===== config.mk =====
export PLATFORM = sky130hd
export DESIGN_NAME = elu_horner_step
export DESIGN_NICKNAME = d
export VERILOG_FILES = /design/src/hw/rtl/elu_pkg.sv /design/src/hw/rtl/elu_horner_step.sv
export SDC_FILE = /design/constraint.sdc
export NUM_CORES = 2
export LEC_CHECK = 0
export BUFFER_PORTS_ARGS = -buffer_cell sky130_fd_sc_hd__buf_2
export CORE_ASPECT_RATIO = 0.5
export CORE_MARGIN = 4
export CORE_UTILIZATION = 66
export CTS_CLUSTER_SIZE = 16
export DETAILED_ROUTE_END_ITERATION = 10
export PLACE_DENSITY = 0.95
export SLEW_MARGIN = 25
export SYNTH_ARGS = -nofsm -noshare
export SYNTH_HDL_FRONTEND = slang
export SYNTH_SLANG_ARGS = --single-unit

===== constraint.sdc =====
create_clock -name clock -period 14.1 [get_ports clock]
set_input_delay 4.23 -clock clock [delete_from_list [all_inputs] [get_ports clock]]
set_output_delay 4.23 -clock clock [all_outputs]
set_load 0.03 [all_outputs]

===== src/hw/rtl/elu_pkg.sv =====
// Shared constants, types and lookup helpers for the ELU activation unit.
`default_nettype none

package elu_pkg;

   localparam int DATA_WIDTH  = 16;
   localparam int FRAC_BITS   = 12;
   localparam int ALPHA_WIDTH = DATA_WIDTH - 1;

   // Internal exponential arithmetic is unsigned Q1.30.
   localparam int IFRAC    = 30;
   localparam int TERMS    = 11;
   localparam int TERM_W   = 4;
   localparam int K_W      = 5;
   localparam int KCOUNT_W = 6;
   localparam int K_LIMIT  = 32;
   localparam int M30_W    = DATA_WIDTH + IFRAC - FRAC_BITS;
   localparam int CMP_W    = (M30_W > 36) ? M30_W : 36;
   localparam int RECIP_W  = 32;

   localparam logic [IFRAC-1:0] LN2_Q30 = 30'd744261118;
   localparam logic [IFRAC:0]   ONE_Q30 = {1'b1, {IFRAC{1'b0}}};

   localparam logic [ALPHA_WIDTH-1:0] ALPHA_RESET = ALPHA_WIDTH'(1 << FRAC_BITS);

   // Configuration port.
   localparam int   CSR_ADDR_W    = 3;
   localparam int   CSR_DATA_W    = 32;
   localparam int   CSR_INDEX_LSB = 2;
   localparam logic REG_ALPHA     = 1'b0;

   // Operation codes.
   localparam logic CMD_FORWARD  = 1'b0;
   localparam logic CMD_BACKWARD = 1'b1;

   // Reciprocals floor((2^32 - 1) / n) for the Horner divisions; entry 0 is unused.
   localparam logic [RECIP_W-1:0] RECIP_TABLE [TERMS+1] = '{
      RECIP_W'(0),
      RECIP_W'(64'hFFFF_FFFF / 64'd1),
      RECIP_W'(64'hFFFF_FFFF / 64'd2),
      RECIP_W'(64'hFFFF_FFFF / 64'd3),
      RECIP_W'(64'hFFFF_FFFF / 64'd4),
      RECIP_W'(64'hFFFF_FFFF / 64'd5),
      RECIP_W'(64'hFFFF_FFFF / 64'd6),
      RECIP_W'(64'hFFFF_FFFF / 64'd7),
      RECIP_W'(64'hFFFF_FFFF / 64'd8),
      RECIP_W'(64'hFFFF_FFFF / 64'd9),
      RECIP_W'(64'hFFFF_FFFF / 64'd10),
      RECIP_W'(64'hFFFF_FFFF / 64'd11)
   };

   typedef logic signed [DATA_WIDTH-1:0] data_type;
   typedef logic [IFRAC-1:0]             frac_type;
   typedef logic [IFRAC:0]               q30_type;

   // Items whose result is already known travel with done set and skip the tail maths.
   typedef struct packed {
      logic                  done;
      logic [DATA_WIDTH-1:0] res;
      logic                  sat;
      logic                  kbig;
      logic [K_W-1:0]        k;
   } side_type;

   typedef struct packed {
      logic     valid;
      side_type side;
      frac_type r;
      q30_type  p;
   } horner_type;

   typedef struct packed {
      logic                  valid;
      logic [DATA_WIDTH-1:0] result;
      logic                  saturated;
   } rsp_type;

   // Multiple k * ln2 in Q.30.
   function automatic logic [CMP_W-1:0] ln2_mult(input logic [KCOUNT_W-1:0] k);
      return CMP_W'(LN2_Q30) * CMP_W'(k);
   endfunction

endpackage

`default_nettype wire


===== src/hw/rtl/elu_horner_step.sv =====
// One Horner term of the exp(-r) series: multiply, reciprocal divide, correct.
`default_nettype none

module elu_horner_step (
   input  wire                             clock,
   input  wire                             reset,
   input  wire                             advance,
   input  wire  [elu_pkg::TERM_W-1:0]      divisor,
   input  elu_pkg::horner_type             in,
   output elu_pkg::horner_type             out
);
   import elu_pkg::*;

   localparam int PROD_W = 2 * IFRAC + 1;
   localparam int QM_W   = IFRAC + RECIP_W;

   logic              a_valid_ff;
   side_type          a_side_ff;
   frac_type          a_r_ff;
   frac_type          a_t_ff;
   logic [PROD_W-1:0] prod;

   logic              b_valid_ff;
   side_type          b_side_ff;
   frac_type          b_r_ff;
   frac_type          b_t_ff;
   logic [QM_W-1:0]   b_qm_ff;

   frac_type          q0;
   frac_type          rem;
   frac_type          quot;
   horner_type        out_ff;

   assign prod = PROD_W'(in.r) * PROD_W'(in.p);

   always_ff @(posedge clock) begin
      if (reset) begin
         a_valid_ff <= 1'b0;
         b_valid_ff <= 1'b0;
         out_ff.valid <= 1'b0;
      end else if (advance) begin
         a_valid_ff   <= in.valid;
         b_valid_ff   <= a_valid_ff;
         out_ff.valid <= b_valid_ff;
      end
   end

   always_ff @(posedge clock) begin
      if (advance) begin
         a_side_ff <= in.side;
         a_r_ff    <= in.r;
         a_t_ff    <= prod[IFRAC +: IFRAC];
         b_side_ff <= a_side_ff;
         b_r_ff    <= a_r_ff;
         b_t_ff    <= a_t_ff;
         b_qm_ff   <= QM_W'(a_t_ff) * QM_W'(RECIP_TABLE[divisor]);
      end
   end

   // The reciprocal estimate is at most one below the true quotient.
   always_comb begin
      q0   = b_qm_ff[RECIP_W +: IFRAC];
      rem  = b_t_ff - IFRAC'(q0 * IFRAC'(divisor));
      quot = (rem >= IFRAC'(divisor)) ? (q0 + IFRAC'(1)) : q0;
   end

   always_ff @(posedge clock) begin
      if (advance) begin
         out_ff.side <= b_side_ff;
         out_ff.r    <= b_r_ff;
         out_ff.p    <= ONE_Q30 - {1'b0, quot};
      end
   end

   assign out = out_ff;

endmodule

`default_nettype wire


-- Yosys cells after proc, flatten, opt, wreduce, memory -nomap -nowiden
Memories as Yosys holds them, arrays and structs flattened.
Cells that the tools add are included.
- memories kept: 1
- ROM bits: 512
- register bits after elaboration: 318
- bits of input ports: 93
- memories (name ; words ; bits a word ; read ports ; clocked after memory_dff ; write ports ; line ; RTL):
    (name not given) ; 16 ; 32 ; 1 ; 0 ; 0 ; elu_horner_step.sv:56 ; b_qm_ff <= QM_W'(a_t_ff) * QM_W'(RECIP_TABLE[divisor]);
- magnitude comparators: 2
- mux-type cells: 3
- $mul: 3
- $add $sub $neg: 3
- bitwise logic cells: 1
- operators by type and width (kind ; count):
    two-way mux 32 bit ; 2
    multiplier 30 x 32 -> 62 bit ; 1
    multiplier 30 x 31 -> 60 bit ; 1
    subtractor 31 x 30 -> 31 bit (first input constant) ; 1
    adder 30 x 1 -> 30 bit (second input constant) ; 1
    greater-or-equal comparator 30 x 4 -> 1 bit ; 1
    multiplier 30 x 4 -> 30 bit ; 1
    two-way mux 30 bit ; 1
    subtractor 30 bit ; 1
    greater-or-equal comparator 5 bit (second input constant) ; 1
    NOT 4 -> 5 bit ; 1

-- Logic depth before layout (Yosys ltp)
- word-level depth: 5
- gate-level depth with buffers: 40
- gate-level depth less buffers: 37

-- Worst setup path after synthesis
OpenSTA, ideal clock, no wires.
- path kind: input to register
- start: input port divisor[1] (netlist bit)
- end: register b_qm_ff[61] (data pin)
- data arrival time: 12.973 ns
- stages: 35
- library setup time: 0.260 ns
- setup slack: 0.867 ns
- required time: 13.840 ns
- cells stage by stage: clkbuf_1 > inv_1 > ha_1 > or3_1 > clkbuf_1 > and3_1 > clkbuf_1 > and2_1 > fa_1 > fa_1 > fa_1 > inv_1 > fa_1 > inv_1 > fa_1 > fa_1 > fa_1 > inv_1 > fa_1 > inv_1 > ha_1 > nand3_1 > o221ai_1 > a211o_1 > a211o_1 > o2111ai_1 > o21ai_0 > nand3_1 > a211oi_1 > a41oi_1 > o21ai_0 > a211oi_1 > o31ai_1 > a21oi_1 > xnor2_1
- cells in the longest elaborated chain, start to end: 5
- RTL lines (what ; line ; RTL):
    start: declaration ; elu_horner_step.sv:8 ; input wire [elu_pkg::TERM_W-1:0] divisor,
    NOT 4 -> 5 bit (implied by the code) ; elu_horner_step.sv:56 ;
    memory (16 x 32 bit) ; - ;
    two-way mux 32 bit (implied by the code) (2 in a row) ; elu_horner_step.sv:56 ;
    multiplier 30 x 32 -> 62 bit ; elu_horner_step.sv:56 ;
    end signal: assignment ; elu_horner_step.sv:56 ;
    end: declaration ; elu_horner_step.sv:27 ; logic [QM_W-1:0] b_qm_ff;
Every way passes these cells. The select of a mux whose other input is x is not followed.
A chain may end at the register's enable or synchronous reset.

-- Final worst setup path
Ends and elaborated chain as after synthesis.

==> results.toml <==
[outcome]
status = "complete, no violations"

[drt]
firstDrtPassIters = 7
routed_wl_um = 220000
dr.first_iter.drc_count = 5929
vias = 53500
post_drt_wl_per_cell_um = 25.0
route.detailed.drc = 0
drtAntennaViolNets = 0
viasPerCell = 6.09

[synth]
synthesis.area_um2 = 71200
synth_fp_nets = 9618
synth_area_per_cell_um2 = 9.78
synthTopCellsByCount = "inv_1, fa_1, nand2_1, ha_1, and2_1"
synth_top_area_frac = 0.479
synth_cell_types = 94
yosys-top-cells-area = "fa_1, edfxtp_1, inv_1"
ys_ff_latch = 286
synth_ff_type = "edfxtp_1"
ys_seq_area_frac = 0.120
yosysTopAreaCell = "fa_1"
yosysWarnings = 0
synth_most_common_cell = "inv_1"
synth_edf_count = 283
synthCells = 7281
synthArstFlopShare = 0

[clock_tree]
cts_resized = 0
ctsRootBufferMaster = "clkbuf_16"
postCtsHoldBufs = 0
post-cts-setup-buffer-count = 0
htreeDepth = 1
cts_buffer_depth = 3
clkSinkCount = 286
clk_pin_slew_ns = 0.07
cts_buffers = 28
clock_insertion_delay_worst_skew_ns = 0.69
cts_tree = "done"

[place]
dp_hpwl_um = 174000
dpl_cell_area_um2 = 74200
place.gp.congestion = 1.03
placement.io_buffers = 178
dpl_worst_slack_ns = -0.132

[global_route]
antenna_found_initial = 8
grt_use_total = 0.399
grt_first_pass_wirelength_um = 340000
grt_pass1_vias = 59600
gr-total-overflow = 0
grt_max_degree = 137

[setup_path]
worst_path_max_delay_cell = "fa_1"
crit_type = "primary input to flop"
endpoint_kind = "flop"
cp.required_ns = 14.44
crit_fanout = 12
cp.arrival_ns = 13.97
slowest_delay_ns = 0.56
cp_common_cell = "fa_1"
cp-start-kind = "primary input"
reg2reg_depth = 30

[cells_and_area]
area_growth_pct = 5.66
final_area_um2 = 75300
n_fill_cell = 7062
nNetsFinal = 9673
drive_above_1_share = 0.0640

[floorplan]
core_area_um2 = 106000
die_area_um2 = 114000
start_util = 0.672
io_pins = 179
rows = 84
dieHeight_um = 240
dieWidth_um = 473

[hold_path]
hold_depth = 0
hold_class = "flop to flop"

[timing]
finalSetupViolCount = 0
post-route-min-period_ns = 13.62
rsz0062_at_grt = "no"
timing.hold.ws_ns = 0.413
slew_headroom = 0.240
worst_slew_pin_slew_ns = 1.14
fmax_ghz = 0.0734
hold_viol_final = 0
fin_crit_sh = 0.966
finClkSkew_ns = 0.0918
setup_ws_ns = 0.477
finalMaxSlewViolations = 0

[run]
cap_violations = 0
metrics by stage:
stage | instances | setup TNS (ns) | util
final | 8790 | 0 | 0.710
after global routing | 8777 | 0 | 0.709
after CTS | 8775 | 0 | 0.709
after detailed placement | 8724 | -0.336 | 0.700
after global placement | 8724 | 0 | 0.700
after floorplan | 7281 | 0 | -
layer usage:
metal / global-route usage / wire, µm / up-vias
li1: - / - / 21600
met1: 0.496 / 74100 / 26400
met2: 0.618 / 97400 / 4231
met3: 0.142 / 32000 / 1330
met4: 0.225 / 16200 / 8
met5: 0 / 42 / -
placed cells by master, fill, tap and decap left out, types with 26 or more instances in the layout:
cell type / count
a21o_1: 39
a21oi_1: 79
and2_1: 516
and3_1: 57
buf_2: 177
buf_4: 180
clkbuf_16: 28
edfxtp_1: 283
fa_1: 1705
ha_1: 539
inv_1: 1829
nand2_1: 1119
nand3_1: 56
nand4_1: 26
nor2_1: 169
nor3_1: 46
o21ai_0: 50
xnor2_1: 95
xor2_1: 38
worst max-delay path, delay by kind of cell:
family | cells | cell delay, ns
XOR/XNOR | 1 | 0.14
adder cells (fa/ha/maj) | 10 | 4.70
AND/OR/NAND/NOR | 7 | 1.40
AO/OA/AOI/OAI | 9 | 2.19
buffers and inverters | 9 | 1.29
registers in the layout (all words and copies together) (netlist names):
signal	flops
b_r_ff	30
b_side_ff	24
out	86
a_t_ff	30
b_qm_ff	30
b_t_ff	30
a_valid_ff	1
a_side_ff	24
a_r_ff	30
b_valid_ff	1
cell families (layout without fill, tap and decap cells):
logic type,after synthesis,after routing,share of synthesized area
adders and majority gates,2244,2244,0.574
other,0,14,0
xor gates and xnor gates,134,134,0.0166
and+or+nand+nor,2078,2078,0.137
DFF,286,286,0.120
buffers and inverters,2178,2254,0.115
AOI/OAI and AO/OA,333,333,0.0329
muxes,28,28,0.00400
cell type report:
type | instances | area, µm² | share of cell area
Antenna cell | 14 | 35.0 | 0.000465
Clock buffer | 29 | 704 | 0.00936
Clock inverter | 22 | 320 | 0.00426
Inverter | 1833 | 6880 | 0.0914
Multi-Input combinational cell | 4817 | 54500 | 0.724
Sequential cell | 286 | 8560 | 0.114
Tap cell | 1419 | 1780 | 0.0236
Timing Repair Buffer | 370 | 2490 | 0.0330
worst paths after layout:
check	from	to	slack, ns
max	divisor[1]	b_qm_ff[61]	0.48
min	b_r_ff[17]	out[48]	0.41
max reg2reg	a_t_ff[7]	b_qm_ff[61]	4.19
min reg2reg	b_r_ff[17]	out[48]	0.41
Power is left out: the tool's default activity adds up to more than one toggle a clock period on the data nets, which glitch-free logic cannot reach.
