<file path="config.mk">
export PLATFORM = sky130hd
export DESIGN_NAME = elu_csr
export DESIGN_NICKNAME = d
export VERILOG_FILES = /design/src/hw/rtl/elu_pkg.sv /design/src/hw/rtl/elu_csr.sv
export SDC_FILE = /design/constraint.sdc
export NUM_CORES = 1
export LEC_CHECK = 0
export CAP_MARGIN = 20
export CELL_PAD_IN_SITES_DETAIL_PLACEMENT = 1
export CELL_PAD_IN_SITES_GLOBAL_PLACEMENT = 2
export CORE_ASPECT_RATIO = 0.9
export CORE_MARGIN = 2
export CORE_UTILIZATION = 30
export DETAILED_ROUTE_END_ITERATION = 7
export DONT_BUFFER_PORTS = 1
export HOLD_SLACK_MARGIN = 0.15
export PLACE_DENSITY_LB_ADDON = 0.1
export SYNTH_ARGS = -nofsm -noshare
export SYNTH_HDL_FRONTEND = slang
export SYNTH_SLANG_ARGS = --single-unit
</file>
<file path="constraint.sdc">
create_clock -name clock -period 1 [get_ports clock]
set_input_delay 0.2 -clock clock [delete_from_list [all_inputs] [get_ports clock]]
set_output_delay 0.2 -clock clock [all_outputs]
set_load 0.01 [all_outputs]
</file>
<file path="src/hw/rtl/elu_pkg.sv">
// Shared constants, types and lookup helpers for the ELU activation unit.
`default_nettype none

package elu_pkg;

   localparam int DATA_WIDTH  = 16;
   localparam int FRAC_BITS   = 12;
   localparam int ALPHA_WIDTH = DATA_WIDTH - 1;

   // Internal exponential arithmetic is unsigned Q1.30.
   localparam int IFRAC    = 30;
   localparam int TERMS    = 11;
   localparam int TERM_W   = 4;
   localparam int K_W      = 5;
   localparam int KCOUNT_W = 6;
   localparam int K_LIMIT  = 32;
   localparam int M30_W    = DATA_WIDTH + IFRAC - FRAC_BITS;
   localparam int CMP_W    = (M30_W > 36) ? M30_W : 36;
   localparam int RECIP_W  = 32;

   localparam logic [IFRAC-1:0] LN2_Q30 = 30'd744261118;
   localparam logic [IFRAC:0]   ONE_Q30 = {1'b1, {IFRAC{1'b0}}};

   localparam logic [ALPHA_WIDTH-1:0] ALPHA_RESET = ALPHA_WIDTH'(1 << FRAC_BITS);

   // Configuration port.
   localparam int   CSR_ADDR_W    = 3;
   localparam int   CSR_DATA_W    = 32;
   localparam int   CSR_INDEX_LSB = 2;
   localparam logic REG_ALPHA     = 1'b0;

   // Operation codes.
   localparam logic CMD_FORWARD  = 1'b0;
   localparam logic CMD_BACKWARD = 1'b1;

   // Reciprocals floor((2^32 - 1) / n) for the Horner divisions; entry 0 is unused.
   localparam logic [RECIP_W-1:0] RECIP_TABLE [TERMS+1] = '{
      RECIP_W'(0),
      RECIP_W'(64'hFFFF_FFFF / 64'd1),
      RECIP_W'(64'hFFFF_FFFF / 64'd2),
      RECIP_W'(64'hFFFF_FFFF / 64'd3),
      RECIP_W'(64'hFFFF_FFFF / 64'd4),
      RECIP_W'(64'hFFFF_FFFF / 64'd5),
      RECIP_W'(64'hFFFF_FFFF / 64'd6),
      RECIP_W'(64'hFFFF_FFFF / 64'd7),
      RECIP_W'(64'hFFFF_FFFF / 64'd8),
      RECIP_W'(64'hFFFF_FFFF / 64'd9),
      RECIP_W'(64'hFFFF_FFFF / 64'd10),
      RECIP_W'(64'hFFFF_FFFF / 64'd11)
   };

   typedef logic signed [DATA_WIDTH-1:0] data_type;
   typedef logic [IFRAC-1:0]             frac_type;
   typedef logic [IFRAC:0]               q30_type;

   // Items whose result is already known travel with done set and skip the tail maths.
   typedef struct packed {
      logic                  done;
      logic [DATA_WIDTH-1:0] res;
      logic                  sat;
      logic                  kbig;
      logic [K_W-1:0]        k;
   } side_type;

   typedef struct packed {
      logic     valid;
      side_type side;
      frac_type r;
      q30_type  p;
   } horner_type;

   typedef struct packed {
      logic                  valid;
      logic [DATA_WIDTH-1:0] result;
      logic                  saturated;
   } rsp_type;

   // Multiple k * ln2 in Q.30.
   function automatic logic [CMP_W-1:0] ln2_mult(input logic [KCOUNT_W-1:0] k);
      return CMP_W'(LN2_Q30) * CMP_W'(k);
   endfunction

endpackage

`default_nettype wire

</file>
<file path="src/hw/rtl/elu_csr.sv">
// Configuration register block holding the ELU alpha coefficient.
`default_nettype none

module elu_csr (
   input  wire                               clock,
   input  wire                               reset,
   input  wire                               csr_psel,
   input  wire                               csr_penable,
   input  wire                               csr_pwrite,
   input  wire  [elu_pkg::CSR_ADDR_W-1:0]    csr_paddr,
   input  wire  [elu_pkg::CSR_DATA_W-1:0]    csr_pwdata,
   output logic [elu_pkg::CSR_DATA_W-1:0]    csr_prdata,
   output logic                              csr_pready,
   output logic [elu_pkg::ALPHA_WIDTH-1:0]   alpha
);
   import elu_pkg::*;

   logic [ALPHA_WIDTH-1:0] alpha_ff;
   logic [ALPHA_WIDTH-1:0] alpha_in;
   logic                   reg_index;
   logic                   write_en;

   assign reg_index  = csr_paddr[CSR_ADDR_W-1:CSR_INDEX_LSB];
   assign write_en   = csr_psel && csr_penable && csr_pwrite && csr_pready;
   assign csr_pready = 1'b1;

   always_comb begin
      alpha_in = alpha_ff;
      if (write_en && (reg_index == REG_ALPHA)) begin
         alpha_in = csr_pwdata[ALPHA_WIDTH-1:0];
      end
   end

   always_ff @(posedge clock) begin
      if (reset) begin
         alpha_ff <= ALPHA_RESET;
      end else begin
         alpha_ff <= alpha_in;
      end
   end

   always_comb begin
      csr_prdata = '0;
      if (reg_index == REG_ALPHA) begin
         csr_prdata = CSR_DATA_W'(alpha_ff);
      end
   end

   assign alpha = alpha_ff;

endmodule

`default_nettype wire

</file>
Word-level counts from Yosys, hierarchy flattened
Index checks and enable logic that the tools add are counted.

storage, ports and cells
  register bits after elaboration = 15
  input port bits = 40
  output and inout port bits = 48
  word-level logic and storage cells = 6

cells by class
  muxes and demuxes = 1
  bitwise operators = 1
  reductions and logical operators = 3

operators by type and width
  cell                count
  two-way mux 15 bit  1
  logical AND 1 bit   3
  NOT 1 bit           1

Depth between registers and ports, before layout
Gate-level depths: netlist of the first run.

  depth after elaboration = 3
  depth in mapped cells = 4
  mapped depth without buffers = 2

Least setup slack after synthesis of the first run
OpenSTA, ideal clock, no wires.

  kind = in2reg
  start = in csr_paddr[2] in the netlist's numbering
  end = reg alpha_ff[0] (netlist: alpha[0])
  setup time = 0.072 ns
  arrival time = 0.860 ns
  required time = 0.928 ns
  setup slack = 0.069 ns
  cell stages on the path = 4
  path buffers = 2
  cells stage by stage = and4b_1 buf_6 buf_12 mux2i_1

on the way
  word-level cells in the longest chain between the ends = 2

ends and longest elaborated chain
  item                  line           source
  from (decl)           elu_csr.sv:10  input wire [elu_pkg::CSR_ADDR_W-1:0] csr_paddr,
  NOT 1 bit             --
  logical AND 1 bit     elu_csr.sv:29  if (write_en && (reg_index == REG_ALPHA)) begin
  to (signal assigned)  elu_csr.sv:38  alpha_ff <= alpha_in;
  to (decl)             elu_csr.sv:18  logic [ALPHA_WIDTH-1:0] alpha_ff;

No other way between the ends.
A chain may end at the register's enable or synchronous reset.

Worst setup path after layout of the first run
  start = reg alpha_ff[2] (netlist: alpha[2])
  end = out csr_prdata[2] in the netlist's numbering

on the way
  word-level cells in the longest chain between the ends = 1

ends and longest elaborated chain
  item                line           source
  two-way mux 15 bit  elu_csr.sv:44  if (reg_index == REG_ALPHA) begin
  to (decl)           elu_csr.sv:12  output logic [elu_pkg::CSR_DATA_W-1:0] csr_prdata,

No other way between the ends.

==> results of run 1 <==
kinds of logic after synthesis:
kind of cell | after synthesis | share of synthesized area, %
other | 2 | 0.800
DFF | 15 | 32.0
muxes | 15 | 16.0
and+or+nand+nor | 46 | 31.9
buffers and inverters | 24 | 19.3
worst register-to-register path: cells and delay by family, from the launching register on:
family | cells | cell delay, ns
flip-flops | 1 | 0.34
buffers and inverters | 1 | 0.12
multiplexers | 1 | 0.16
AND/OR/NAND/NOR | 1 | 0.06
worst max-delay path by stage:
stage,to,cells past startpoint,start,slack [ns]
global placement,alpha[4],3,csr_paddr[2],0.08
detailed placement,alpha[8],3,csr_paddr[2],0.04
floorplan,alpha[0],4,csr_paddr[2],0.07
finish,csr_prdata[2],1,alpha[2],-0.05
global route,csr_prdata[0],1,alpha[0],-0.10
CTS,csr_prdata[2],1,alpha[2],-0.07
metrics by stage:
step           hold WS (ns)  area (um2)  TNS, ns  worst slack [ns]  total power, uW
2_1_floorplan         0.355         998        0            0.0687              808
3_3_place_gp          0.359         980        0            0.0772              762
3_5_place_dp          0.365         980        0            0.0424              765
4_1_cts              0.0600        1240   -0.287           -0.0725             1190
5_1_grt              0.0520        1250   -0.697            -0.101             1240
6_report             0.0816        1250   -0.180           -0.0529             1160
per-layer routing:
layer	part of all wire [%]	GRT usage, %	vias to the layer above
met5	0	0	-
met4	0.60	1.90	0
met3	8.1	5.92	2
met2	53	22.5	32
met1	38	13.4	322
li1	-	-	327
report_power, final:
| group | switching (uW) | total, uW | internal, uW |
|---|---|---|---|
| combinational | 81.7 | 188 | 106 |
| sequential | 9.39 | 622 | 612 |
| clock | 198 | 352 | 155 |
Yosys cell counts:
cell type  count  share of area, %
conb_1         2              0.80
buf_6          1               1.2
nand2b_1      28                19
nor2b_1       10               6.7
and4b_1        1               1.1
and2b_2        5               4.7
buf_4         18                14
mux2i_1       15                16
nor2_1         2              0.80
dfxtp_1       15                32
buf_12         1               2.1
clkbuf_1       4               1.6
area by class of cell:
cell class                      count  area, um2  area share, %
Tap cell                           42       52.6           4.20
Timing Repair Buffer               27        262           20.9
Multi-Input combinational cell     79        592           47.3
Clock buffer                        4       26.3           2.10
Sequential cell                    15        319           25.5
what timing repair did:
action                     in CTS  in global routing
setup endpoints to repair      15                 19
resized for setup              33                  5
hold endpoints to repair       15                 15
==> results by group, run 1 <==
Outcome
  – Status: finished with violations
  – Failing checks: negative setup slack

Die
  – Number of cell rows: 19
  – Die Span Y: 57.1 um
  – Die width: ~63 um
  – Die area: approximately 3600 um2
  – I/O Pins: between 80 and 90
  – Starting density of the core: between 30% and 40%
  – Core area: 3020 um2

Setup path
  – Worst R2R End: alpha[11]
  – Worst flop-to-flop path startpoint: alpha[11]
  – Crit. End Element: output port
  – Slowest cell delay on critical path: 0.35 ns
  – Flop2flop setup slack: between 0.2 and 0.25 ns
  – Worst path bufs/invs: 0
  – Worst path slowest cell: dfxtp_2
  – R2R depth: 3
  – Crit-path leading delay family: flip-flops
  – Critical path fanouts, max: 3
  – WP data arrival: 0.85 ns
  – Cells along the critical path: and2b_2
  – Critical path required time: around 0.80 ns
  – Nature of the critical path startpoint: flip-flop
  – CP Class: flip-flop to output port

Routing
  – Drt drc: 0
  – DR vias: approximately 680
  – Routed WL: around 2.2 mm
  – Routed Antenna Nets: 0
  – Initial DRT Pass Iterations: 2
  – WL per Instance: 12.9 um
  – DR iter-0 viols: 9
  – Vias per cell: roughly 4.1

Global routing
  – Total gr overflow: 0
  – First-pass GRT wire length: 3.37 mm
  – Initial antenna violation count: 0
  – GRT Util Overall: 12.4%
  – Largest net degree at the start of global routing: 31
  – Vias in the first global route: around 730

Clock network
  – CTS Buf Count: 3
  – Clk buf depth: 2
  – Hold buffers post-CTS: 14
  – H-tree depth: 1
  – Skew-Pair Late Insertion Delay: approximately 0.28 ns
  – Clock root buffer master: clkbuf_4
  – Clock-pin slew on the worst setup and hold paths: 0.09 ns
  – TritonCTS clock tree: built
  – Number of buffers added for setup after CTS: 0
  – Clock Sinks: 15

Min path
  – Hold-critical path endpoint: alpha[12]
  – Worst hold-check path type: primary input to flip-flop
  – Hold depth: 2
  – Hold_sp: reset

Cells and area
  – Nets: 166
  – Commonest non-fill, non-tap cell in the layout: nand2b_1
  – Antenna cells: 0
  – Layout Cells excl Fill: roughly 170
  – Area added between synthesis and finish: 33.3%
  – Max reg flops: 15
  – Fill cells: around 360
  – Layout Utilization: about two fifths
  – Ratio of cells with drive above 1 in the final layout: between 30% and 40%
  – Most frequent cells in the layout: nand2b_1, conb_1, mux2i_1, dfxtp_2, dlygate4sd3_1

STA
  – Final hold violations: 0
  – F_max: ~950 MHz
  – Pins Over Slew Limit: 0
  – Clock Skew: 0 ns
  – RSZ-0062 raised after global routing: true
  – Final setup viols: 5
  – Period minus WS final: approximately 1.1 ns
  – Setup ws final: -0.0529 ns
  – Fin crit share: 105%

Logic synthesis
  – Register area share after synthesis: approximately 32%
  – Post-Syn Area per Cell: about 9.2 um2
  – Cell Area, Synth: approximately 940 um2
  – Netlist cell types: 12
  – Warnings from Yosys: 0
  – Syn Inst Count: about 100
  – FF+latch count, synth: 15

Job
  – Max_cap viols: 0

Power
  – Max VDD drop: about 480 uV
  – Leak: between 0.0004 and 0.0005 uW
  – PD cells: 929 nW/um2

Place
  – Placer Congestion: approximately 0.54
  – DP HPWL: 1.38 mm
  – Placed Cells: 149
  – I/O Buffers: 0
Note: power is estimated with default switching activity, not from simulation.
==> inputs of run 2 (changes only) <==
- REMOVE_ABC_BUFFERS: not set -> 1
==> run 2 against run 1 <==
  * The flow still finishes with violations (negative setup slack)
  * Routed wire length decreased by 4.0%
  * Design area decreased by 1.7%
  * Worst setup slack got worse by 0.00083 ns
  * Largest cell class unchanged
  * Die area unchanged
  * Global-route usage decreased by 0.85 points
  * Clock skew unchanged
  * Largest power group unchanged
  * Fmax about the same
  * Sequential share of layout area increased by 0.85 points
  * Cell count decreased by 1.2%
==> results by group, run 2 (same netlist as run 1, synthesis figures left out) <==
STA
  – Fin crit share: 105%
  – Hold slack final: slightly below 0.09 ns
  – RSZ-0062 raised after global routing: true
  – Pins Over Slew Limit: 0
  – Setup ws final: -0.0538 ns
  – Final hold violations: 0
  – Period minus WS final: between 1 and 1.5 ns
  – F_max: between 900 and 1000 MHz
  – Clock Skew: 0 ns
  – Final setup viols: 5

Routing
  – DR iter-0 viols: 7
  – DR vias: just under 700
  – Routed WL: about 2.1 mm
  – Routed Antenna Nets: 0
  – Drt drc: 0
  – WL per Instance: between 10 and 15 um
  – Initial DRT Pass Iterations: 3
  – Vias per cell: 4.08

Die
  – Core area: 3020 um2
  – I/O Pins: 88
  – Die area: approximately 3600 um2
  – Number of cell rows: 19
  – Die Span Y: approximately 57 um
  – Starting density of the core: between 30% and 40%
  – Die width: 63.0 um

Clock network
  – H-tree depth: 1
  – CTS Buf Count: 3
  – Clock-pin slew on the worst setup and hold paths: 0.09 ns
  – Clock root buffer master: clkbuf_4
  – Clk buf depth: 2
  – Number of buffers added for setup after CTS: 0
  – Skew-Pair Late Insertion Delay: 0.27 ns
  – Clock Sinks: 15
  – Hold buffers post-CTS: 14
  – TritonCTS clock tree: built

Outcome
  – Status: finished with violations
  – Failing checks: negative setup slack

Setup path
  – Worst path bufs/invs: 0
  – Slowest cell delay on critical path: 0.37 ns
  – R2R depth: 3
  – WP data arrival: around 0.85 ns
  – Worst path slowest cell: dfxtp_4
  – Crit. End Element: output port
  – Worst flop-to-flop path startpoint: alpha[6]
  – Cells along the critical path: and2b_2
  – CP Launch Point: alpha[14]
  – Critical path required time: 0.80 ns
  – Critical Path Stages: 1
  – Critical path fanouts, max: 3
  – Crit-path leading delay family: flip-flops
  – CP Class: flip-flop to output port
  – Nature of the critical path startpoint: flip-flop

Job
  – Max_cap viols: 0

Power
  – Reg power frac: 54.3%
  – PD cells: about 930 nW/um2
  – Switching share of total power: 24.0%
  – Clk network pwr share: between 20% and 30%
  – Leak: approximately 0.00047 uW
  – Internal Dissipation: just under 900 uW
  – Switching power: 273 uW
  – Logic pwr share: between 10% and 20%
  – Max VDD drop: about 460 uV

Cells and area
  – Area added between synthesis and finish: 31.1%
  – Layout Cells excl Fill: roughly 170
  – Most frequent cells in the layout: nand2b_1, conb_1, mux2i_1, dlygate4sd3_1, dfxtp_2
  – Antenna cells: 0
  – Fill cells: ~360
  – Max reg flops: 15
  – Multi-input combinational cell area: approximately 600 um2
  – Nets: 164
  – Ratio of cells with drive above 1 in the final layout: ~36%
  – Register area: about 320 um2
  – Commonest non-fill, non-tap cell in the layout: nand2b_1
  – Final instance area: between 1000 and 1500 um2

Place
  – Placed Cells: between 100 and 150
  – Placer Congestion: 0.570
  – DP Worst Slack: between 0.03 and 0.04 ns
  – Area after DPL: approximately 960 um2
  – DP HPWL: 1.33 mm
  – I/O Buffers: 0

Min path
  – Hold_sp: reset
  – Worst hold-check path type: primary input to flip-flop
  – Hold depth: 2

Global routing
  – Vias in the first global route: around 710
  – First-pass GRT wire length: about 3.2 mm
  – Initial antenna violation count: 0
  – Largest net degree at the start of global routing: 31
  – Total gr overflow: 0
  – GRT Util Overall: 11.5%
-- run 2: cell count changes in the layout (fill, tap and decap cells not counted) --
cell / previous run / this run
buf_6: 3 / 0
dfxtp_2: 15 / 13
dfxtp_4: 0 / 2
buf_4: 9 / 10
-- run 2: worst paths after layout --
check | end | slack (ns)
min reg2reg | alpha[2] | 0.51
max | csr_prdata[14] | -0.05
min | alpha[11] | 0.09
max reg2reg | alpha[6] | 0.29
-- run 2: what timing repair did --
item                                   4_1_cts  5_1_grt
setup endpoints to repair                   15       15
gates resized for setup                     35        2
endpoints found under the hold margin       15       15
-- run 2: through the flow --
stage,power (uW),TNS (ns),utilization [%]
global placement,759,0,32.0
detailed placement,762,0,32.0
CTS,1180,-0.352,40.6
floorplan,735,-3.04,-
finish,1140,-0.239,40.7
global route,1220,-0.661,40.7
-- run 2: per-layer routing --
metal | GRT usage [%] | share of wire [%] | up-vias
met2 | 20.5 | 50 | 39
met1 | 12.7 | 40 | 307
met4 | 1.90 | 0.39 | 0
met5 | 0 | 0 | -
met3 | 5.72 | 9.5 | 2
li1 | - | - | 325
-- run 2: final cells by class --
class                      count  share of cell area, %
sequential                    15                   26.3
tap                           42                   4.27
timing repair buffer          25                   19.1
multi-input combinational     79                   48.1
clock buffer                   4                   2.14
-- run 2: power by group through the flow --
stage / clock network [uW] / registers [uW] / logic, uW
floorplan: 0 / 638 / 96.7
global placement: 0 / 633 / 126
CTS: 383 / 623 / 179
global route: 402 / 621 / 196
detailed placement: 0 / 633 / 129
finish: 339 / 618 / 181
