File: src/hw/rtl/elu_pkg.sv
// Shared constants, types and lookup helpers for the ELU activation unit.
`default_nettype none

package elu_pkg;

   localparam int DATA_WIDTH  = 16;
   localparam int FRAC_BITS   = 12;
   localparam int ALPHA_WIDTH = DATA_WIDTH - 1;

   // Internal exponential arithmetic is unsigned Q1.30.
   localparam int IFRAC    = 30;
   localparam int TERMS    = 11;
   localparam int TERM_W   = 4;
   localparam int K_W      = 5;
   localparam int KCOUNT_W = 6;
   localparam int K_LIMIT  = 32;
   localparam int M30_W    = DATA_WIDTH + IFRAC - FRAC_BITS;
   localparam int CMP_W    = (M30_W > 36) ? M30_W : 36;
   localparam int RECIP_W  = 32;

   localparam logic [IFRAC-1:0] LN2_Q30 = 30'd744261118;
   localparam logic [IFRAC:0]   ONE_Q30 = {1'b1, {IFRAC{1'b0}}};

   localparam logic [ALPHA_WIDTH-1:0] ALPHA_RESET = ALPHA_WIDTH'(1 << FRAC_BITS);

   // Configuration port.
   localparam int   CSR_ADDR_W    = 3;
   localparam int   CSR_DATA_W    = 32;
   localparam int   CSR_INDEX_LSB = 2;
   localparam logic REG_ALPHA     = 1'b0;

   // Operation codes.
   localparam logic CMD_FORWARD  = 1'b0;
   localparam logic CMD_BACKWARD = 1'b1;

   // Reciprocals floor((2^32 - 1) / n) for the Horner divisions; entry 0 is unused.
   localparam logic [RECIP_W-1:0] RECIP_TABLE [TERMS+1] = '{
      RECIP_W'(0),
      RECIP_W'(64'hFFFF_FFFF / 64'd1),
      RECIP_W'(64'hFFFF_FFFF / 64'd2),
      RECIP_W'(64'hFFFF_FFFF / 64'd3),
      RECIP_W'(64'hFFFF_FFFF / 64'd4),
      RECIP_W'(64'hFFFF_FFFF / 64'd5),
      RECIP_W'(64'hFFFF_FFFF / 64'd6),
      RECIP_W'(64'hFFFF_FFFF / 64'd7),
      RECIP_W'(64'hFFFF_FFFF / 64'd8),
      RECIP_W'(64'hFFFF_FFFF / 64'd9),
      RECIP_W'(64'hFFFF_FFFF / 64'd10),
      RECIP_W'(64'hFFFF_FFFF / 64'd11)
   };

   typedef logic signed [DATA_WIDTH-1:0] data_type;
   typedef logic [IFRAC-1:0]             frac_type;
   typedef logic [IFRAC:0]               q30_type;

   // Items whose result is already known travel with done set and skip the tail maths.
   typedef struct packed {
      logic                  done;
      logic [DATA_WIDTH-1:0] res;
      logic                  sat;
      logic                  kbig;
      logic [K_W-1:0]        k;
   } side_type;

   typedef struct packed {
      logic     valid;
      side_type side;
      frac_type r;
      q30_type  p;
   } horner_type;

   typedef struct packed {
      logic                  valid;
      logic [DATA_WIDTH-1:0] result;
      logic                  saturated;
   } rsp_type;

   // Multiple k * ln2 in Q.30.
   function automatic logic [CMP_W-1:0] ln2_mult(input logic [KCOUNT_W-1:0] k);
      return CMP_W'(LN2_Q30) * CMP_W'(k);
   endfunction

endpackage

`default_nettype wire

File: src/hw/rtl/elu_tail.sv
// Tail stages: exp scaling by 2^-k, alpha product, rounding and result selection.
`default_nettype none

module elu_tail (
   input  wire                               clock,
   input  wire                               reset,
   input  wire                               advance,
   input  elu_pkg::horner_type               in,
   input  wire  [elu_pkg::ALPHA_WIDTH-1:0]   alpha,
   output elu_pkg::rsp_type                  out
);
   import elu_pkg::*;

   localparam int MAG_W = ALPHA_WIDTH + IFRAC + 1;

   logic             t1_valid_ff;
   side_type         t1_side_ff;
   q30_type          t1_om_ff;
   q30_type          expv;

   logic             t2_valid_ff;
   side_type         t2_side_ff;
   logic [MAG_W-1:0] t2_mag_ff;

   logic [MAG_W-1:0]       rnd;
   logic [ALPHA_WIDTH-1:0] rmag;
   logic [DATA_WIDTH-1:0]  neg_res;
   rsp_type                out_ff;

   // Beyond 31 halvings the exponential has underflowed to zero.
   assign expv = in.side.kbig ? '0 : (in.p >> in.side.k);

   always_ff @(posedge clock) begin
      if (reset) begin
         t1_valid_ff  <= 1'b0;
         t2_valid_ff  <= 1'b0;
         out_ff.valid <= 1'b0;
      end else if (advance) begin
         t1_valid_ff  <= in.valid;
         t2_valid_ff  <= t1_valid_ff;
         out_ff.valid <= t2_valid_ff;
      end
   end

   always_ff @(posedge clock) begin
      if (advance) begin
         t1_side_ff <= in.side;
         t1_om_ff   <= ONE_Q30 - expv;
         t2_side_ff <= t1_side_ff;
         t2_mag_ff  <= MAG_W'(alpha) * MAG_W'(t1_om_ff);
      end
   end

   always_comb begin
      rnd     = t2_mag_ff + (MAG_W'(1) << (IFRAC - 1));
      rmag    = rnd[IFRAC +: ALPHA_WIDTH];
      neg_res = DATA_WIDTH'(0) - {1'b0, rmag};
   end

   always_ff @(posedge clock) begin
      if (advance) begin
         out_ff.result    <= t2_side_ff.done ? t2_side_ff.res : neg_res;
         out_ff.saturated <= t2_side_ff.done && t2_side_ff.sat;
      end
   end

   assign out = out_ff;

endmodule

`default_nettype wire

File: config.mk
export PLATFORM = sky130hd
export DESIGN_NAME = elu_tail
export DESIGN_NICKNAME = d
export VERILOG_FILES = /design/src/hw/rtl/elu_pkg.sv /design/src/hw/rtl/elu_tail.sv
export SDC_FILE = /design/constraint.sdc
export NUM_CORES = 1
export LEC_CHECK = 0
export BUFFER_PORTS_ARGS = -buffer_cell sky130_fd_sc_hd__buf_2
export CORE_MARGIN = 2
export CORE_UTILIZATION = 45
export CTS_CLUSTER_SIZE = 28
export DETAILED_ROUTE_END_ITERATION = 16
export HOLD_SLACK_MARGIN = 0.03
export SLEW_MARGIN = 0
export SYNTH_ARGS = -nofsm -noshare
export SYNTH_HDL_FRONTEND = slang
export SYNTH_SLANG_ARGS = --single-unit
File: constraint.sdc
create_clock -name clock -period 6.2 [get_ports clock]
set_clock_uncertainty 0.15 [all_clocks]
set_input_delay 0.62 -clock clock [delete_from_list [all_inputs] [get_ports clock]]
set_output_delay 0.62 -clock clock [all_outputs]
set_load 0.03 [all_outputs]
======== After elaboration in Yosys (flattened, before gate mapping) ========
Index checks and enable logic that the tools add are counted.
W data, S select, Z words.
cells by class
  $mul .................................... 1
  $add $sub $neg .......................... 3
  shift-type cells ........................ 1
  multiplexer cells ....................... 2
  reduce and logical (&&, ||, !) cells .... 1
operator list
  operator                  count
  $add A45 B30 Y45 const B  1
  $mul A15 B31 Y45          1
  $mux W31                  1
  $shr A31 B5 Y31           1
  $sub A31 B31 Y31 const A  1
  $mux W16                  1
  $sub A1 B15 Y16 const A   1
  $logic_and A1 B1 Y1       1
storage, ports and cells
  input port bits ......................... 104
  logic and storage cells ................. 21
  register bits after elaboration ......... 132
  output and inout bits ................... 18

======== Depth between registers and ports, before layout ========
Gate-level depths: netlist (run 1).
  depth after elaboration ................. 3
  gate-level depth with buffers ........... 25
  depth with buffers taken out ............ 23

======== Least setup slack after synthesis (run 1) ========
No wires, ideal clock.
  kind .................................... input to register
  from .................................... input port alpha[0] (netlist name)
  to ...................................... register t2_mag_ff[38], data pin
  cell stages on the path ................. 23
  data required time ...................... 5,788 ps
  path buffers ............................ 2
  library setup time ...................... 262 ps
  data arrival time ....................... 6,372 ps
  setup slack ............................. -585 ps
  cell sequence ........................... clkbuf_1 clkbuf_1 and2_1 fa_1 inv_1 fa_1 inv_1 fa_1 fa_1 fa_1 inv_1 fa_1 inv_1 ha_1 a21oi_1 a21boi_0 a311oi_1 o2bb2ai_1 or3b_2 a21bo_2 a21oi_1 mux2i_1 nand3_1
between the ends
  cells in the longest elaborated chain, start to end .. 1
ends and longest elaborated chain
  item                  RTL line        source
  start, declared       elu_tail.sv:9   input wire [elu_pkg::ALPHA_WIDTH-1:0] alpha,
  $mul A15 B31 Y45      elu_tail.sv:50  t2_mag_ff <= MAG_W'(alpha) * MAG_W'(t1_om_ff);
  end signal, assigned  elu_tail.sv:50
  end, declared         elu_tail.sv:23  logic [MAG_W-1:0] t2_mag_ff;
No other way between the ends.
A chain may end at the register's enable or synchronous reset.

======== Worst setup path after layout (run 1) ========
  from .................................... register t1_om_ff[5]
  to ...................................... register t2_mag_ff[42], data pin
between the ends
  cells in the longest elaborated chain, start to end .. 1
ends and longest elaborated chain
  item                    RTL line        source
  start, declared         elu_tail.sv:18  q30_type t1_om_ff;
  start signal, assigned  elu_tail.sv:48  t1_om_ff <= ONE_Q30 - expv;
  $mul A15 B31 Y45        elu_tail.sv:50
No other way between the ends.

==> results of run 1 <==
[critical path: stages (launching register included)]
cell and delay (ns):
edfxtp_1 0.35, buf_4 0.14, buf_6 0.13, nand2_1 0.08
fa_1 0.52, inv_1 0.06, fa_2 0.57, fa_1 0.46
fa_1 0.51, fa_1 0.50, inv_1 0.05, fa_1 0.47
inv_1 0.06, ha_4 0.27, nand2_2 0.08, o21ai_0 0.30
a31oi_2 0.08, buf_6 0.16, a2111oi_4 0.32, buf_4 0.20
nor3_4 0.06, nor3b_4 0.26, a311oi_2 0.16, buf_4 0.17
xnor2_2 0.11
[cells in the mapped netlist (5+ instances only)]
| cell type | instances | share of area [%] |
|---|---|---|
| xor2_1 | 22 | 0.94 |
| o22ai_1 | 10 | 0.30 |
| a21boi_0 | 5 | 0.18 |
| and2_1 | 273 | 8.3 |
| edfxtp_1 | 100 | 15 |
| mux2_2 | 32 | 1.8 |
| a211oi_1 | 12 | 0.44 |
| inv_1 | 393 | 7.2 |
| fa_1 | 373 | 36 |
| a21oi_1 | 49 | 1.2 |
| buf_2 | 5 | 0.12 |
| nand3_1 | 24 | 0.58 |
| o21ai_0 | 28 | 0.68 |
| mux2i_1 | 24 | 1.2 |
| nand2b_1 | 9 | 0.27 |
| clkbuf_1 | 98 | 1.8 |
| nand4_1 | 8 | 0.24 |
| ha_1 | 106 | 6.5 |
| mux4_2 | 28 | 3.1 |
| nor2b_1 | 11 | 0.33 |
| a21o_1 | 16 | 0.58 |
| mux4_1 | 6 | 0.77 |
| xnor2_1 | 39 | 1.7 |
| a31oi_1 | 7 | 0.21 |
| nor3_1 | 20 | 0.49 |
| nor2_1 | 60 | 1.1 |
| and3_1 | 12 | 0.37 |
| nand2_1 | 252 | 4.6 |
[sequential cells by signal (all words and copies together) (netlist names)]
signal       count
t2_mag_ff       16
out             18
t2_valid_ff      1
t2_side_ff      18
t1_side_ff      18
t1_om_ff        31
t1_valid_ff      1
[worst paths after layout]
path | start | end | slack [ns]
setup reg to reg | t1_om_ff[5] | t2_mag_ff[42] | -0.28
setup / recovery | t1_om_ff[5] | t2_mag_ff[42] | -0.28
hold / removal | in[74] | t1_side_ff[13] | 0.27
hold reg to reg | t1_side_ff[20] | t2_side_ff[20] | 0.27
[per-layer routing]
metal	global-route usage, %	part of all wire (%)
met2	39.25	48
met1	33.11	45
met3	1.757	4.7
met4	5.388	1.7
met5	0	0
[per-stage QoR]
stage | worst slack, ns | cell area [sq um] | utilization (%) | std cells
floorplan | -0.2238 | 20700 | - | 2123
global placement | -1.011 | 22970 | 50.84 | 2895
detailed placement | -1.137 | 22970 | 50.84 | 2895
CTS | -0.3750 | 23790 | 52.65 | 2931
global route | -0.5426 | 24180 | 53.52 | 2944
finish | -0.2801 | 24180 | 53.52 | 2944
[cell type report]
class | count | area share [%]
Clock buffer | 9 | 0.9313
Clock inverter | 7 | 0.4243
Inverter | 395 | 6.131
Multi-Input combinational cell | 1511 | 66.61
Sequential cell | 103 | 12.67
Tap cell | 600 | 3.104
Timing Repair Buffer | 319 | 10.13
[logic make-up (layout without fill, tap and decap cells)]
group	Yosys count	count (layout)	share of synthesized area, %
AO/OA/AOI/OAI	179	179	5.832
XOR/XNOR	61	61	2.599
adder cells (fa/ha/maj)	479	479	42.78
buffers and inverters	509	730	9.508
flip-flops	103	103	14.90
multiplexers	91	91	6.830
AND/OR/NAND/NOR	701	701	17.55
[timing repair]
action | CTS | global route
endpoints found under the setup margin | 16 | 16
gates resized for setup | 73 | 65
setup buffers | 21 | 12
pin swaps | 34 | 37
cloned | 0 | 1
==> reports/metrics.yaml, run 1 <==
outcome: "finished with violations"
violations: "negative setup slack"
cp.required_ns: 6.17
critPathKind: "flip-flop to flip-flop"
final_common_cell: "inv_1"
die_x_um: 217.7
synth_area_sq_um: 20550
coreArea_sq_um: 45190
synthFlopType: "edfxtp_1"
maxCapViolCount: 0
drive_gt1_share_pct: 21.50
seq_area_sq_um: 3063
layout_common_cells: "inv_1 (383), fa_1 (360), and2_1 (259)"
gp_congestion: 0.8998
cts.hold.buffers_added: 0
hold_ws_ns: 0.2702
fin_setup_tns_ns: -1.924
grt_max_degree: 58
tightestPinTransition_ns: 0.9704
die_area_sq_um: 47400
n_fill_cell: 4071
grt_first_pass_wirelength_mm: 87.23
multiInputGateArea_sq_um: 16110
placementRows: 78
syn_nets: 2706
start_util_pct: 45.49
rsz0062_at_grt: "yes"
post_drt_via_cell_ratio: 5.241
max_freq_mhz: 154.3
synthArstFlopShare_pct: 0
syn_inst: 2123
min_path_type: "input port to flip-flop"
cts.sinks: 103
critical_path_arrival_ns: 6.46
relSlewSlack_pct: 35.07
slew_viol_final: 0
critPathLaunchType: "flip-flop"
numCtsBuffers: 9
antenna_found_initial: 0
wl_per_cell_um: 17.85
cp-end-kind: "flip-flop"
antenna_left: 0
routed_wl_mm: 52.55
cts_tree: "yes"
ff2ff_path_depth: 24
drtPass1Iterations: 5
hold_depth: 1
diodes: 0
crit_fanout: 6
drc: 0
min_period_ns: 6.480
fin_nets: 2922
hold_viol: 0
htreeDepth: 3
hpwl_mm: 43.12
insertion_delay_ns: 0.37
area_growth_pct: 17.65
fin_ws_ns: -0.2801
synth.distinct_cells: 76
synth_edf_count: 100
ys_seq_area_share_pct: 14.90
track_usage_pct: 23.35
overflow: 0
clock_tree.root_cell: "clkbuf_16"
drt_iter0_markers: 1011
finalSetupViolations: 9
die-height_um: 217.7
port_buffers: 91
grt_pass1_vias: 16624
path_clk_slew_ns: 0.08
ios: 122
final.period_utilization_pct: 104.5
yosys_warnings: 0
postSynthAreaPerCell_sq_um: 9.682
clock_path_buffers: 2
synth_seq_cells: 103
vias: 15430
Power of run 1 is not shown: default switching activity piles up to over one toggle a cycle in this logic, so the estimate is an artifact.
==> run 2, diff against run 1 <==
Settings changed: CORE_UTILIZATION 45 to 55, PLACE_DENSITY set to 0.76.
==> run 2 against run 1 <==
The flow still finishes with violations (negative setup slack); flip-flop and latch count is the same; wire length grew 0.89%; die area shrank 18%; critical path depth shrank 1; sequential share of layout area grew 0.28 points; hold slack lost 0.010 ns; register-to-register slack lost 0.11 ns; global-route usage grew 5.5 points; count of clock-buffer cells in the layout is the same; first-iteration DRC count grew 7.0%; maximum frequency shrank 1.6%; critical endpoint is now t2_mag_ff[43].
==> reports/metrics.yaml, run 2 (synthesis results as in run 1) <==
gp_congestion: 0.9233
ios: 122
top_register: "t1_om_ff"
grt_first_pass_wirelength_mm: 87.57
coreArea_sq_um: 36700
die_area_sq_um: 38940
layout_common_cells: "inv_1 (385), fa_1 (367), and2_1 (264)"
min_path_type: "flip-flop to flip-flop"
grt_max_degree: 55
clock_path_buffers: 2
insertion_delay_ns: 0.37
critPathLaunchType: "flip-flop"
die-height_um: 197.3
route.met2.wl_mm: 26.79
met3_length_mm: 2.919
placementRows: 70
grt_pass1_vias: 17311
port_buffers: 91
slew_viol_final: 0
routed_wl_mm: 53.02
start_util_pct: 56.01
cts_tree: "yes"
wl_per_cell_um: 18.95
rsz0062_at_grt: "yes"
hold_viol: 0
numCtsBuffers: 9
post_drt_via_cell_ratio: 5.677
track_usage_pct: 28.81
violations: "negative setup slack"
die_x_um: 197.3
path_clk_slew_ns: 0.08
final.period_utilization_pct: 106.2
fin_nets: 2908
drive_gt1_share_pct: 19.91
fin_ws_ns: -0.3871
path_cells: "buf_6 -> and2_1 -> fa_1 -> inv_2 -> fa_1 -> inv_1 -> fa_1 -> fa_1 -> fa_1 -> inv_2 -> fa_1 -> inv_2 -> ha_4 -> nand4_1 -> nor3_4 -> a22oi_2 -> a2111oi_4 -> nor3_4 -> nor3b_2 -> buf_4 -> a311oi_2 -> o21bai_1 -> xor2_1"
cts.sinks: 103
min_period_ns: 6.587
final_common_cell: "inv_1"
slowest_delay_ns: 0.54
drc: 0
overflow: 0
wl_met1_mm: 20.21
hold_ws_ns: 0.2600
finalSetupViolations: 12
drtPass1Iterations: 7
diodes: 0
hpwl_mm: 42.84
area_growth_pct: 15.07
crit_path_frequent_cell: "fa_1"
max_freq_mhz: 151.8
crit_fanout: 4
largest_reg_flops: 31
antenna_found_initial: 0
maxCapViolCount: 0
top_layer: "met4"
tightestPinTransition_ns: 0.9998
relSlewSlack_pct: 33.10
cts.hold.buffers_added: 0
clock_tree.root_cell: "clkbuf_16"
outcome: "finished with violations"
critPathKind: "flip-flop to flip-flop"
final_cells: 2798
place_inst: 2739
antenna_left: 0
slowest_stage: "fa_1"
critical_path_arrival_ns: 6.55
cp-end-kind: "flip-flop"
cp.required_ns: 6.16
htreeDepth: 3
vias: 15883
drt_iter0_markers: 1082
-- run 2: cell count changes in the layout (fill, tap and decap cells not counted), moves of 5 or more --
cell    previous run  this run
and2_1           259       264
fa_1             360       367
buf_6             28        21
fa_2              13         6
ha_1              90        98
ha_4              16         8
and2_4            14         9
-- run 2: stage by stage --
stage	setup TNS, ns	cell area [sq um]	setup WS (ns)	util, %
after detailed placement	-11.71	22650	-1.128	61.73
final	-3.375	23650	-0.3871	64.45
after global routing	-6.897	23650	-0.6525	64.45
after floorplan	-0.6726	20700	-0.2238	-
after CTS	-2.857	23530	-0.3515	64.11
after global placement	-10.31	22650	-1.061	61.73
-- run 2: final cells by class --
cell class	count	area (sq um)
clock inverter	7	85.08
timing repair buffer	305	2286
sequential	103	3063
tap	468	585.6
fill	2834	13050
clock buffer	9	225.2
multi-input combinational	1511	15920
inverter	395	1483
-- run 2: worst max-delay path, delay by kind of cell, from the launching register on --
| family | cells | cell delay [ns] |
|---|---|---|
| AOI/OAI and AO/OA | 4 | 0.90 |
| xor gates and xnor gates | 1 | 0.08 |
| adders and majority gates | 7 | 3.29 |
| buffers and inverters | 6 | 0.52 |
| DFF | 1 | 0.46 |
| and+or+nand+nor | 5 | 0.93 |
-- run 2: path summary, 6_finish.rpt --
path                                       to  slack (ns)  cells after the start     startpoint
worst min-delay path            t2_side_ff[8]        0.26                      0  t1_side_ff[8]
worst max-delay path            t2_mag_ff[43]       -0.39                     23    t1_om_ff[7]
worst max register to register  t2_mag_ff[43]       -0.39                     23    t1_om_ff[7]
worst min register to register  t2_side_ff[8]        0.26                      0  t1_side_ff[8]
-- run 2: per-layer routing --
layer,vias to the layer above,global-route usage (%)
li1,7069,-
met4,0,15.79
met3,189,2.971
met1,7990,34.62
met5,-,0
met2,635,50.98
-- run 2: repair_timing --
action                     in CTS  in global routing
buffers inserted               37                  5
cloned                          2                  0
gates resized for setup        71                 24
setup endpoints to repair      15                 16
pin swaps                      17                 14
Power of run 2 is left out for the same reason.
